## config.mk

```make
export PLATFORM = sky130hd
export DESIGN_NAME = char_lcd_nibble_sequencer_top
export DESIGN_NICKNAME = d
export VERILOG_FILES = /design/src/rtl/lcdns_pkg.sv /design/src/rtl/char_lcd_nibble_sequencer_top.sv /design/src/rtl/lcdns_front.sv /design/src/rtl/lcdns_queue.sv /design/src/rtl/lcdns_back.sv
export SDC_FILE = /design/constraint.sdc
export NUM_CORES = 1
export LEC_CHECK = 0
export BUFFER_PORTS_ARGS = -buffer_cell sky130_fd_sc_hd__buf_4
export CAP_MARGIN = 20
export CORE_ASPECT_RATIO = 2
export CORE_MARGIN = 2
export CORE_UTILIZATION = 60
export DETAILED_ROUTE_END_ITERATION = 16
export GPL_TIMING_DRIVEN = 0
export HOLD_SLACK_MARGIN = 0.03
export PLACE_DENSITY = 0.79
export SYNTH_ARGS = -nofsm -noshare
export SYNTH_HDL_FRONTEND = slang
export SYNTH_SLANG_ARGS = --single-unit
```

## constraint.sdc

```tcl
create_clock -name clk -period 5.64 [get_ports clk]
set_clock_uncertainty 0.1 [all_clocks]
set_input_delay 0.564 -clock clk [delete_from_list [all_inputs] [get_ports clk]]
set_output_delay 0.564 -clock clk [all_outputs]
set_load 0.01 [all_outputs]
```

## src/rtl/lcdns_pkg.sv

```systemverilog
package lcdns_pkg;

	// Operation codes on the operation port
	localparam logic [2:0] OP_COMMAND = 3'd0;
	localparam logic [2:0] OP_DATA    = 3'd1;
	localparam logic [2:0] OP_NIBBLE  = 3'd2;
	localparam logic [2:0] OP_INIT    = 3'd3;
	localparam logic [2:0] OP_GOTO    = 3'd4;
	localparam logic [2:0] OP_DIGITS  = 3'd5;
	localparam logic [2:0] OP_SPARE_A = 3'd6;
	localparam logic [2:0] OP_SPARE_B = 3'd7;

	// Job kinds held in the queue
	localparam logic [1:0] KIND_BYTE   = 2'd0;
	localparam logic [1:0] KIND_NIBBLE = 2'd1;
	localparam logic [1:0] KIND_INIT   = 2'd2;
	localparam logic [1:0] KIND_DIGITS = 2'd3;

	// Cursor mode codes; the spare code behaves as blink
	localparam logic [1:0] CMODE_HIDE      = 2'd0;
	localparam logic [1:0] CMODE_SHOW      = 2'd1;
	localparam logic [1:0] CMODE_BLINK     = 2'd2;
	localparam logic [1:0] CMODE_BLINK_ALT = 2'd3;

	// LCD instruction bytes
	localparam logic [7:0] ROW0_BASE      = 8'h80;
	localparam logic [7:0] ROW1_BASE      = 8'hC0;
	localparam logic [7:0] ROW2_BASE      = 8'h90;
	localparam logic [7:0] ROW3_BASE      = 8'hD0;
	localparam logic [7:0] FUNCTION_SET   = 8'h28;
	localparam logic [7:0] ENTRY_MODE     = 8'h06;
	localparam logic [7:0] CLEAR_DISPLAY  = 8'h01;
	localparam logic [7:0] DISPLAY_OFF_CUR = 8'h0C;
	localparam logic [7:0] DISPLAY_ON_CUR = 8'h0E;
	localparam logic [7:0] DISPLAY_BLINK  = 8'h0F;
	localparam logic [7:0] DIGIT_BASE     = 8'd48;

	// Wake-up nibbles
	localparam logic [3:0] WAKE_NIBBLE  = 4'h3;
	localparam logic [3:0] MODE4_NIBBLE = 4'h2;

	// Reciprocal of ten for an 8-bit dividend: q = (x * 205) >> 11
	localparam logic [7:0] RECIP_TEN  = 8'd205;
	localparam int         RECIP_SHIFT = 11;

	localparam int COLUMN_LIMIT_DEFAULT = 20;
	localparam int QUEUE_DEPTH = 4;

	typedef struct packed {
		logic [1:0] kind;
		logic       rs;
		logic [7:0] byte_a;
		logic [7:0] byte_b;
	} lcdns_desc_t;

	function automatic logic [7:0] row_base(input logic [1:0] r);
		logic [7:0] b;
		case (r)
			2'd0: b = ROW0_BASE;
			2'd1: b = ROW1_BASE;
			2'd2: b = ROW2_BASE;
			default: b = ROW3_BASE;
		endcase
		return b;
	endfunction

	function automatic logic [7:0] cursor_byte(input logic [1:0] mode);
		logic [7:0] b;
		case (mode)
			CMODE_HIDE: b = DISPLAY_OFF_CUR;
			CMODE_SHOW: b = DISPLAY_ON_CUR;
			default:    b = DISPLAY_BLINK;
		endcase
		return b;
	endfunction

endpackage

```

## src/rtl/char_lcd_nibble_sequencer_top.sv

```systemverilog
// Character LCD nibble sequencer for a 4-bit bus. An operation is taken when
// start is high and busy is low; it lands in a four-deep job queue, so several
// operations may be issued back to back while earlier ones are still going out.
// Each enable pulse appears on nibble, register_select, long_wait and last for
// exactly one cycle with strobe high, and the receiver cannot stall it. Pulses
// go out one per cycle while a job is queued: a command, data or goto byte as
// its high then low nibble, a nibble command as one pulse, two digits as two bytes,
// init as wake nibbles then setup bytes, all set by the single pulse generator.
// When the queue was empty, a taken operation is registered in the queue and
// then in the output registers before its first pulse is on the ports. busy is
// high only while the queue is full. cursor_mode is written through
// cfg_valid/cfg_data (cfg_ready is always high) and is sampled when an init operation is taken.
module char_lcd_nibble_sequencer_top #(
	parameter int COLUMN_LIMIT = lcdns_pkg::COLUMN_LIMIT_DEFAULT
) (
	input  logic       clk,
	input  logic       arst_n,
	input  logic       start,
	output logic       busy,
	input  logic [2:0] operation,
	input  logic [7:0] payload,
	input  logic [4:0] column,
	input  logic [1:0] row,
	input  logic       cfg_valid,
	output logic       cfg_ready,
	input  logic [1:0] cfg_data,
	output logic       strobe,
	output logic [3:0] nibble,
	output logic       register_select,
	output logic       long_wait,
	output logic       last
);
	import lcdns_pkg::*;

	logic [1:0]  cursor_mode_q;
	logic        push;
	logic        pop;
	logic        full;
	logic        empty;
	lcdns_desc_t push_desc;
	lcdns_desc_t head_desc;

	assign cfg_ready = 1'b1;
	assign busy      = full;

	// Hold the cursor mode register
	always_ff @(posedge clk or negedge arst_n) begin
		if (!arst_n) begin
			cursor_mode_q <= CMODE_SHOW;
		end else if (cfg_valid && cfg_ready) begin
			cursor_mode_q <= cfg_data;
		end
	end

	lcdns_front #(
		.COLUMN_LIMIT(COLUMN_LIMIT)
	) u_front (
		.start      (start),
		.busy       (busy),
		.operation  (operation),
		.payload    (payload),
		.column     (column),
		.row        (row),
		.cursor_mode(cursor_mode_q),
		.push       (push),
		.desc       (push_desc)
	);

	lcdns_queue #(
		.DEPTH(QUEUE_DEPTH)
	) u_queue (
		.clk   (clk),
		.arst_n(arst_n),
		.push  (push),
		.wdata (push_desc),
		.pop   (pop),
		.rdata (head_desc),
		.full  (full),
		.empty (empty)
	);

	lcdns_back u_back (
		.clk            (clk),
		.arst_n         (arst_n),
		.valid          (!empty),
		.job            (head_desc),
		.pop            (pop),
		.strobe         (strobe),
		.nibble         (nibble),
		.register_select(register_select),
		.long_wait      (long_wait),
		.last           (last)
	);

endmodule

```

## src/rtl/lcdns_front.sv

```systemverilog
module lcdns_front #(
	parameter int COLUMN_LIMIT = lcdns_pkg::COLUMN_LIMIT_DEFAULT
) (
	input  logic                    start,
	input  logic                    busy,
	input  logic [2:0]              operation,
	input  logic [7:0]              payload,
	input  logic [4:0]              column,
	input  logic [1:0]              row,
	input  logic [1:0]              cursor_mode,
	output logic                    push,
	output lcdns_pkg::lcdns_desc_t  desc
);
	import lcdns_pkg::*;

	localparam logic [5:0] LIMIT = 6'(COLUMN_LIMIT);

	logic [15:0] prod;
	logic [4:0]  tens;
	logic [7:0]  units;
	logic        col_ok;
	logic [7:0]  goto_byte;
	logic        known_op;

	// Split the two-digit value by a reciprocal multiply
	assign prod  = 16'(payload) * 16'(RECIP_TEN);
	assign tens  = prod[RECIP_SHIFT +: 5];
	assign units = payload - {tens, 3'b000} - {2'b00, tens, 1'b0};

	// Form the goto address, adding the column only inside the limit
	assign col_ok    = {1'b0, column} < LIMIT;
	assign goto_byte = row_base(row) + (col_ok ? {3'b000, column} : 8'd0);

	assign known_op = (operation == OP_COMMAND) || (operation == OP_DATA) ||
		(operation == OP_NIBBLE) || (operation == OP_INIT) ||
		(operation == OP_GOTO) || (operation == OP_DIGITS);

	// Queue a job for every known operation; drop the rest
	assign push = start && !busy && known_op;

	// Classify the operation into a job
	always_comb begin
		desc = '0;
		case (operation)
			OP_COMMAND: begin
				desc.kind   = KIND_BYTE;
				desc.byte_a = payload;
			end
			OP_DATA: begin
				desc.kind   = KIND_BYTE;
				desc.rs     = 1'b1;
				desc.byte_a = payload;
			end
			OP_NIBBLE: begin
				desc.kind   = KIND_NIBBLE;
				desc.byte_a = {4'h0, payload[3:0]};
			end
			OP_INIT: begin
				desc.kind   = KIND_INIT;
				desc.byte_a = cursor_byte(cursor_mode);
			end
			OP_GOTO: begin
				desc.kind   = KIND_BYTE;
				desc.byte_a = goto_byte;
			end
			OP_DIGITS: begin
				desc.kind   = KIND_DIGITS;
				desc.rs     = 1'b1;
				desc.byte_a = {3'b000, tens} + DIGIT_BASE;
				desc.byte_b = units + DIGIT_BASE;
			end
			default: begin
				desc = '0;
			end
		endcase
	end

endmodule

```

## src/rtl/lcdns_queue.sv

```systemverilog
module lcdns_queue #(
	parameter int DEPTH = lcdns_pkg::QUEUE_DEPTH
) (
	input  logic                    clk,
	input  logic                    arst_n,
	input  logic                    push,
	input  lcdns_pkg::lcdns_desc_t  wdata,
	input  logic                    pop,
	output lcdns_pkg::lcdns_desc_t  rdata,
	output logic                    full,
	output logic                    empty
);
	import lcdns_pkg::*;

	localparam int PW = (DEPTH > 1) ? $clog2(DEPTH) : 1;
	localparam int CW = $clog2(DEPTH + 1);
	localparam logic [PW-1:0] LAST_PTR = PW'(DEPTH - 1);
	localparam logic [CW-1:0] FULL_CNT = CW'(DEPTH);

	lcdns_desc_t       mem_q [DEPTH];
	logic [PW-1:0]     wr_ptr_q;
	logic [PW-1:0]     rd_ptr_q;
	logic [CW-1:0]     count_q;

	assign full  = (count_q == FULL_CNT);
	assign empty = (count_q == '0);
	assign rdata = mem_q[rd_ptr_q];

	// Store the pushed word
	always_ff @(posedge clk) begin
		if (push) begin
			mem_q[wr_ptr_q] <= wdata;
		end
	end

	// Advance pointers and track fill
	always_ff @(posedge clk or negedge arst_n) begin
		if (!arst_n) begin
			wr_ptr_q <= '0;
			rd_ptr_q <= '0;
			count_q  <= '0;
		end else begin
			if (push) begin
				wr_ptr_q <= (wr_ptr_q == LAST_PTR) ? '0 : wr_ptr_q + 1'b1;
			end
			if (pop) begin
				rd_ptr_q <= (rd_ptr_q == LAST_PTR) ? '0 : rd_ptr_q + 1'b1;
			end
			if (push && !pop) begin
				count_q <= count_q + 1'b1;
			end else if (pop && !push) begin
				count_q <= count_q - 1'b1;
			end
		end
	end

endmodule

```

## src/rtl/lcdns_back.sv

```systemverilog
module lcdns_back (
	input  logic                    clk,
	input  logic                    arst_n,
	input  logic                    valid,
	input  lcdns_pkg::lcdns_desc_t  job,
	output logic                    pop,
	output logic                    strobe,
	output logic [3:0]              nibble,
	output logic                    register_select,
	output logic                    long_wait,
	output logic                    last
);
	import lcdns_pkg::*;

	localparam logic [3:0] BYTE_LAST   = 4'd1;
	localparam logic [3:0] NIBBLE_LAST = 4'd0;
	localparam logic [3:0] DIGITS_LAST = 4'd3;
	localparam logic [3:0] INIT_LAST   = 4'd11;
	localparam logic [3:0] INIT_BYTES  = 4'd4;
	localparam logic [3:0] MODE4_STEP  = 4'd3;

	logic [3:0] step_q;
	logic [3:0] last_step;
	logic       is_last;
	logic [7:0] cur_byte;
	logic [3:0] nib_d;
	logic       lw_d;

	logic       strobe_q;
	logic [3:0] nibble_q;
	logic       rs_q;
	logic       lw_q;
	logic       last_q;

	// Final step of each job kind
	always_comb begin
		case (job.kind)
			KIND_BYTE:   last_step = BYTE_LAST;
			KIND_NIBBLE: last_step = NIBBLE_LAST;
			KIND_DIGITS: last_step = DIGITS_LAST;
			default:     last_step = INIT_LAST;
		endcase
	end

	assign is_last = (step_q == last_step);
	assign pop     = valid && is_last;

	// Pick the byte being sent at this step
	always_comb begin
		case (job.kind)
			KIND_DIGITS: cur_byte = step_q[1] ? job.byte_b : job.byte_a;
			KIND_INIT: begin
				case (step_q[3:1])
					3'd2:    cur_byte = FUNCTION_SET;
					3'd3:    cur_byte = job.byte_a;
					3'd4:    cur_byte = ENTRY_MODE;
					default: cur_byte = CLEAR_DISPLAY;
				endcase
			end
			default: cur_byte = job.byte_a;
		endcase
	end

	// Form the pulse: high nibble then low nibble with a long wait
	always_comb begin
		nib_d = step_q[0] ? cur_byte[3:0] : cur_byte[7:4];
		lw_d  = step_q[0];
		if (job.kind == KIND_NIBBLE) begin
			nib_d = job.byte_a[3:0];
			lw_d  = 1'b1;
		end else if ((job.kind == KIND_INIT) && (step_q < INIT_BYTES)) begin
			nib_d = (step_q == MODE4_STEP) ? MODE4_NIBBLE : WAKE_NIBBLE;
			lw_d  = 1'b1;
		end
	end

	// Advance through the job at the queue head
	always_ff @(posedge clk or negedge arst_n) begin
		if (!arst_n) begin
			step_q   <= '0;
			strobe_q <= 1'b0;
		end else begin
			strobe_q <= valid;
			if (pop) begin
				step_q <= '0;
			end else if (valid) begin
				step_q <= step_q + 1'b1;
			end
		end
	end

	// Register the result word while a job is at the queue head
	always_ff @(posedge clk) begin
		if (valid) begin
			nibble_q <= nib_d;
			rs_q     <= job.rs;
			lw_q     <= lw_d;
			last_q   <= is_last;
		end
	end

	assign strobe          = strobe_q;
	assign nibble          = nibble_q;
	assign register_select = rs_q;
	assign long_wait       = lw_q;
	assign last            = last_q;

endmodule

```

# Word level (Yosys, flattened, before mapping)
# Memories as Yosys holds them, arrays and structs flattened.
# Index checks and enable logic that the tools add are counted.
[word_totals]
ff_bits = 21
mem_bits_rw = 76
in_bits = 24
output_inout_bits = 10
wordCells = 91
mem_count = 1
[mem_list]
columns = ["memory", "words", "word_bits", "read_ports", "rd_clocked_by_memory_dff", "wr", "line", "text"]
rows = [
  ["u_queue.mem_q", 4, 19, 1, 0, 1, "lcdns_queue.sv:20", "lcdns_desc_t mem_q [DEPTH];"],
]
[op_classes]
n_addsub = 10
mul = 1
order_cmp = 2
n_eq_ne = 20
muxes = 23
reduce_logical = 24
[ops]
columns = ["operator", "count"]
rows = [
  ["one-hot mux 8 bit (5 select lines)", 1],
  ["one-hot mux 8 bit (3 select lines)", 1],
  ["one-hot mux 7 bit (3 select lines)", 1],
  ["two-way mux 4 bit", 5],
  ["multiplier 8 x 8 -> 16 bit, second input constant", 1],
  ["two-way mux 8 bit", 2],
  ["one-hot mux 8 bit (2 select lines)", 1],
  ["equality test 3 x 2 -> 1 bit, second input constant", 4],
  ["equality test 3 bit, second input constant", 4],
  ["one-hot mux 4 bit (3 select lines)", 1],
  ["equality test 2 bit, second input constant", 5],
  ["adder 8 x 6 -> 8 bit, second input constant", 1],
  ["adder 8 bit", 1],
  ["subtractor 8 x 6 -> 8 bit", 1],
  ["subtractor 8 bit", 1],
  ["adder 5 x 6 -> 7 bit, second input constant", 1],
  ["equality test 2 x 1 -> 1 bit, second input constant", 3],
  ["logical AND 1 bit", 6],
  ["zero test 2 bit", 3],
  ["zero test 3 bit", 2],
  ["two-way mux 3 bit", 2],
  ["one-hot mux 2 bit (3 select lines)", 1],
  ["OR reduction 2 bit", 3],
  ["logical OR 1 bit", 5],
  ["other kinds (16)", 24],
]

# Longest topological paths before layout
[logic_depth]
ltp_word = 11
depth_mapped = 24
ltp_nobuf = 24

# Hierarchy
# From an unflattened synthesis, not the netlist that was laid out.
[hier_totals]
hier_cells = 468
area_unflattened_um2 = 6018.3
[modules_own_cells]
columns = ["mod", "instances", "cells_each", "area_each_um2", "seq_area_each_um2"]
rows = [
  ["lcdns_queue", 1, 136, 3159.3, 2457.4],
  ["lcdns_front", 1, 224, 1854.3, 0.0],
  ["lcdns_back", 1, 101, 915.9, 335.3],
  ["char_lcd_nibble_sequencer_top", 1, 7, 88.8, 51.3],
]

# Worst setup path after synthesis
# No wires, ideal clock.
[synth_timing]
kind = "input-to-reg"
startpoint = "input payload[1]"
endpoint = "memory u_queue.mem_q[0][7] in the netlist's numbering, data pin"
setup_ns = 0.209
t_arrival_ns = 5.711
required_time_ns = 5.331
slack_ns = -0.380
cell_stages = 24
path_buffers = 0
cell_sequence = "ha_1 xor2_1 ha_1 fa_1 inv_1 fa_1 inv_1 ha_1 and4_1 and2_0 a22oi_1 mux2_2 nor2_1 inv_1 ha_1 fa_1 inv_1 ha_1 o21ai_0 o21bai_1 a21oi_1 xnor2_1 nor3_1 nor3b_1"
[synth_rtl]
columns = ["element", "line", "text"]
rows = [
  ["from (decl)", "char_lcd_nibble_sequencer_top.sv:21", "input logic [7:0] payload,"],
  ["to (decl)", "lcdns_queue.sv:20", ""],
]

==> results.env <==
STANDARD_CELL_ROW_COUNT=51
TIMING.FINAL.CRIT_SHARE_PCT=103
SYNTHARSTFLOPSHARE_PCT=14.4
GRT_USE_TOTAL_PCT=29.1
TIMING.CRITICAL_PATH.TO_TYPE='register'
PLACE_HPWL_UM=10500
CORE_REGION_AREA_SQ_MM=0.00964
ROUTEDWLPERCELL_UM=22.4
ANTENNADIODECOUNT=0
VERTICAL_DIE_DIMENSION_UM=144
TIMING.SETUP.TNS_PS=-627
WORSTPATHARRIVAL_PS=5780
ANTENNA_VIOLATING_NETS_POST_ROUTE=0
FIRST_GLOBAL_VIAS=4235
CTS_SINKS=97
VIAS=3952
POST_ROUTE_CELLS_DRIVE_ABOVE_1_SHARE_PCT=25.8
NUM_IO_PINS=34
SETUP.WORST_PATH.CLASS='in -> reg'
SYN_TO_FINAL_GROWTH_PCT=18.0
LAYOUT.CELLS.MOST_COMMON_LIST='83 x edfxtp_1, 49 x ha_1, 46 x inv_1, 32 x buf_4, 22 x nand2_1'
PATH_CLK_SLEW_PS=70
PATH_BUF_INV=5
POWER.DENSITY_mW_PER_MM2=636
WORST_HOLD_SLACK_PS=351
PLACE.GP.CONGESTION=0.988
SYNTH_TOP_FLOP_CELL='edfxtp_1'
WORSTPATHMAXFANOUT=5
CRITPATHREQUIREDTIME_PS=5620
SETUP_VIOLATIONS=4
MAX_TRANSITION_MARGIN_PCT=33.3
MOST_COMMON_CELL_AFTER_LAYOUT_FILL_AND_TAPS_ASIDE='edfxtp_1'
TIMING.CRITICAL_PATH.MAX_DELAY_FAMILY='adder cells'
CP_CELL_SEQUENCE='buf_4 > ha_1 > ha_1 > fa_1 > inv_1 > fa_1 > inv_2 > ha_4 > and4_4 > and2_1 > a22oi_2 > mux2_4 > nor2_4 > inv_1 > ha_4 > fa_1 > inv_1 > ha_4 > o21ai_2 > o21bai_2 > a21oi_2 > xnor2_2 > o21ai_1 > nor3b_2'
FAILED_CHECKS='negative setup slack'
WORST_PATH_MAX_DELAY_CELL='fa_1'
SYN-INSTANCE-COUNT=453
VDD.IR_DROP.WORST_mV=0.658
FINAL_NET_COUNT=600
NUMBER_OF_BUFFERS_CREATED_BY_CTS=9
CLK_ROOT_BUFFER_CELL='clkbuf_16'
POSTSYNTHREGISTERBITS=97
REPORT.FINAL.HOLD_VIOL_COUNT=0
WORST-SLEW-PIN-TRANSITION_PS=1000
CTS_MAX_PATH_BUFFERS=2
GRT_FIRST_PASS_WIRELENGTH_UM=22000
MIN-DELAY-PATH-CLASS='in -> reg'
CHIP_WIDTH_UM=74.0
PLACEDINSTANCEAREA_SQ_MM=0.00639
TIMING.FMAX_MHz=173
DIE_AREA_SQ_MM=0.0106
NUMBER_OF_UNIQUE_STANDARD_CELL_TYPES_USED_BY_SYNTHESIS=54
INITIAL_CORE_UTIL_PCT=61.0
ANTENNA_FOUND_INITIAL=0
DESIGN_AREA_SQ_MM=0.00693
RSZ0062_AT_GRT='yes'
SYNTHESIS.AREA_SQ_MM=0.00588
SYNTH_AREA_PER_CELL_SQ_UM=13.0
WORST_PATH_LARGEST_CELL_DELAY_PS=510
WL_UM=14200
HTREE_NUM_LEVELS=3
YS_SEQ_AREA_SHARE_PCT=48.4
YOSYS_WARNINGS=0
CLOCK_LATENCY_PS=350
FINAL-MAX-SLEW-VIOLATION-COUNT=0
POSTSYNTHNETCOUNT=555
DRC_ERRORS=0
POWER.STATIC_LEAKAGE_nW=2.80
STATUS='finished, violations left'
FIRST_PASS_ITERS=4
POST-ROUTE-WORST-SETUP-SLACK_PS=-157
VIA_PER_INST=6.22
GLOBAL_ROUTE.OVERFLOW_TOTAL=0
LARGEST_NET_DEGREE_AT_THE_START_OF_GLOBAL_ROUTING=20
CAP_VIOLATIONS=0
WORST_SETUP_PATH_START_KIND='input pin'
SYNTH_EDF_COUNT=83
PERIOD_MINUS_SLACK_PS=5800
TRITONCTS='yes'
IO_BUFFERS=29
DRT_FIRST_ITER_VIOLATIONS=226
==> path summary, 6_finish.rpt <==
kind	start	to	slack, ps	depth (start not counted)
max	payload[5]	u_queue.mem_q[1][7]	-160	24
min	cfg_data[1]	cursor_mode_q[1]	350	2
max reg2reg	u_queue.rd_ptr_q[0]	u_queue.count_q[2]	2450	11
min reg2reg	u_queue.count_q[2]	u_queue.count_q[2]	400	1
max in group asynchronous	arst_n	cursor_mode_q[0]	4690	2
min in group asynchronous	arst_n	u_queue.wr_ptr_q[0]	510	2
==> where the power goes <==
| part | switching [W] | total [W] | internal [W] |
|---|---|---|---|
| Clock | 0.000279 | 0.000586 | 0.000307 |
| Combinational | 0.00145 | 0.00272 | 0.00127 |
| Sequential | 0.0000867 | 0.00110 | 0.00101 |
| Total | 0.00182 | 0.00441 | 0.00259 |
==> state kept, by name (all words and copies together), names as in the netlist <==
signal	count
cursor_mode_q	2
u_back.long_wait	1
u_back.nibble	4
u_queue.rd_ptr_q	2
u_back.step_q	4
u_back.last	1
u_queue.mem_q	76
u_queue.wr_ptr_q	2
u_queue.count_q	3
u_back.register_select	1
u_back.strobe	1
==> final cells by class <==
type / count / area [sq um]
clock inverters: 7 / 63.8
clock buffers: 9 / 225
repair buffers: 34 / 265
multi-input cells: 293 / 3120
inverters: 49 / 184
well taps: 132 / 165
fillers: 636 / 2700
plain buffers: 14 / 63.8
flip-flops and latches: 97 / 2840
==> cell families (layout without fill, tap and decap cells) <==
kind of cell               Yosys count  count (layout)  synth area share (%)
DFF                                 97              97                  48.4
buffers and inverters               63             113                  4.22
muxes                               30              30                  9.54
and+or+nand+nor                     95              95                  8.43
AOI/OAI and AO/OA                   72              72                  8.28
xor gates and xnor gates            17              17                  2.53
adders and majority gates           78              78                  18.5
other                                1               1                0.0638
==> cells in the mapped netlist (all sizes together), types with 4 or more instances <==
cell type | number | area share [%]
xnor2 | 8 | 1.2
a21o | 5 | 0.64
inv | 49 | 3.1
nand2b | 6 | 0.64
nor3 | 9 | 0.77
dfrtp | 13 | 5.5
and2 | 9 | 0.96
clkbuf | 7 | 0.45
xor2 | 9 | 1.3
fa | 15 | 5.1
nand3 | 7 | 0.60
mux4 | 20 | 7.7
mux2i | 5 | 0.85
a211oi | 4 | 0.51
a21oi | 18 | 1.6
a221o | 6 | 1.0
nor2 | 19 | 1.2
nand2 | 23 | 1.5
nor3b | 7 | 0.89
edfxtp | 83 | 42
buf | 7 | 0.64
o21ai | 18 | 1.5
ha | 63 | 13
mux2 | 5 | 1.0
==> per-stage QoR <==
stage	power [W]	cells	setup WS, ps	util [%]
global route	0.00467	635	-315	72.0
CTS	0.00432	633	-121	71.5
floorplan	0.00282	453	-11.6	-
detailed placement	0.00346	614	-1300	66.3
global placement	0.00334	614	-1230	66.3
finish	0.00441	635	-157	72.0
==> layer usage <==
metal  GRT usage (%)  vias to the layer above  wire length [um]
met2            55.4                      168              8520
met4            20.0                        0               942
met5               0                        -                 0
met3            3.79                       48               462
met1            26.9                     1971              4300
li1                -                     1765                 -
==> timing repair <==
item                                   CTS  global route
buffers inserted                         2             2
gates resized for setup                 31             5
pin swaps                               20            10
hold buffers                             1             0
setup endpoints to repair               20             8
endpoints found under the hold margin   13             0
Power figures use the tool's default switching activity.
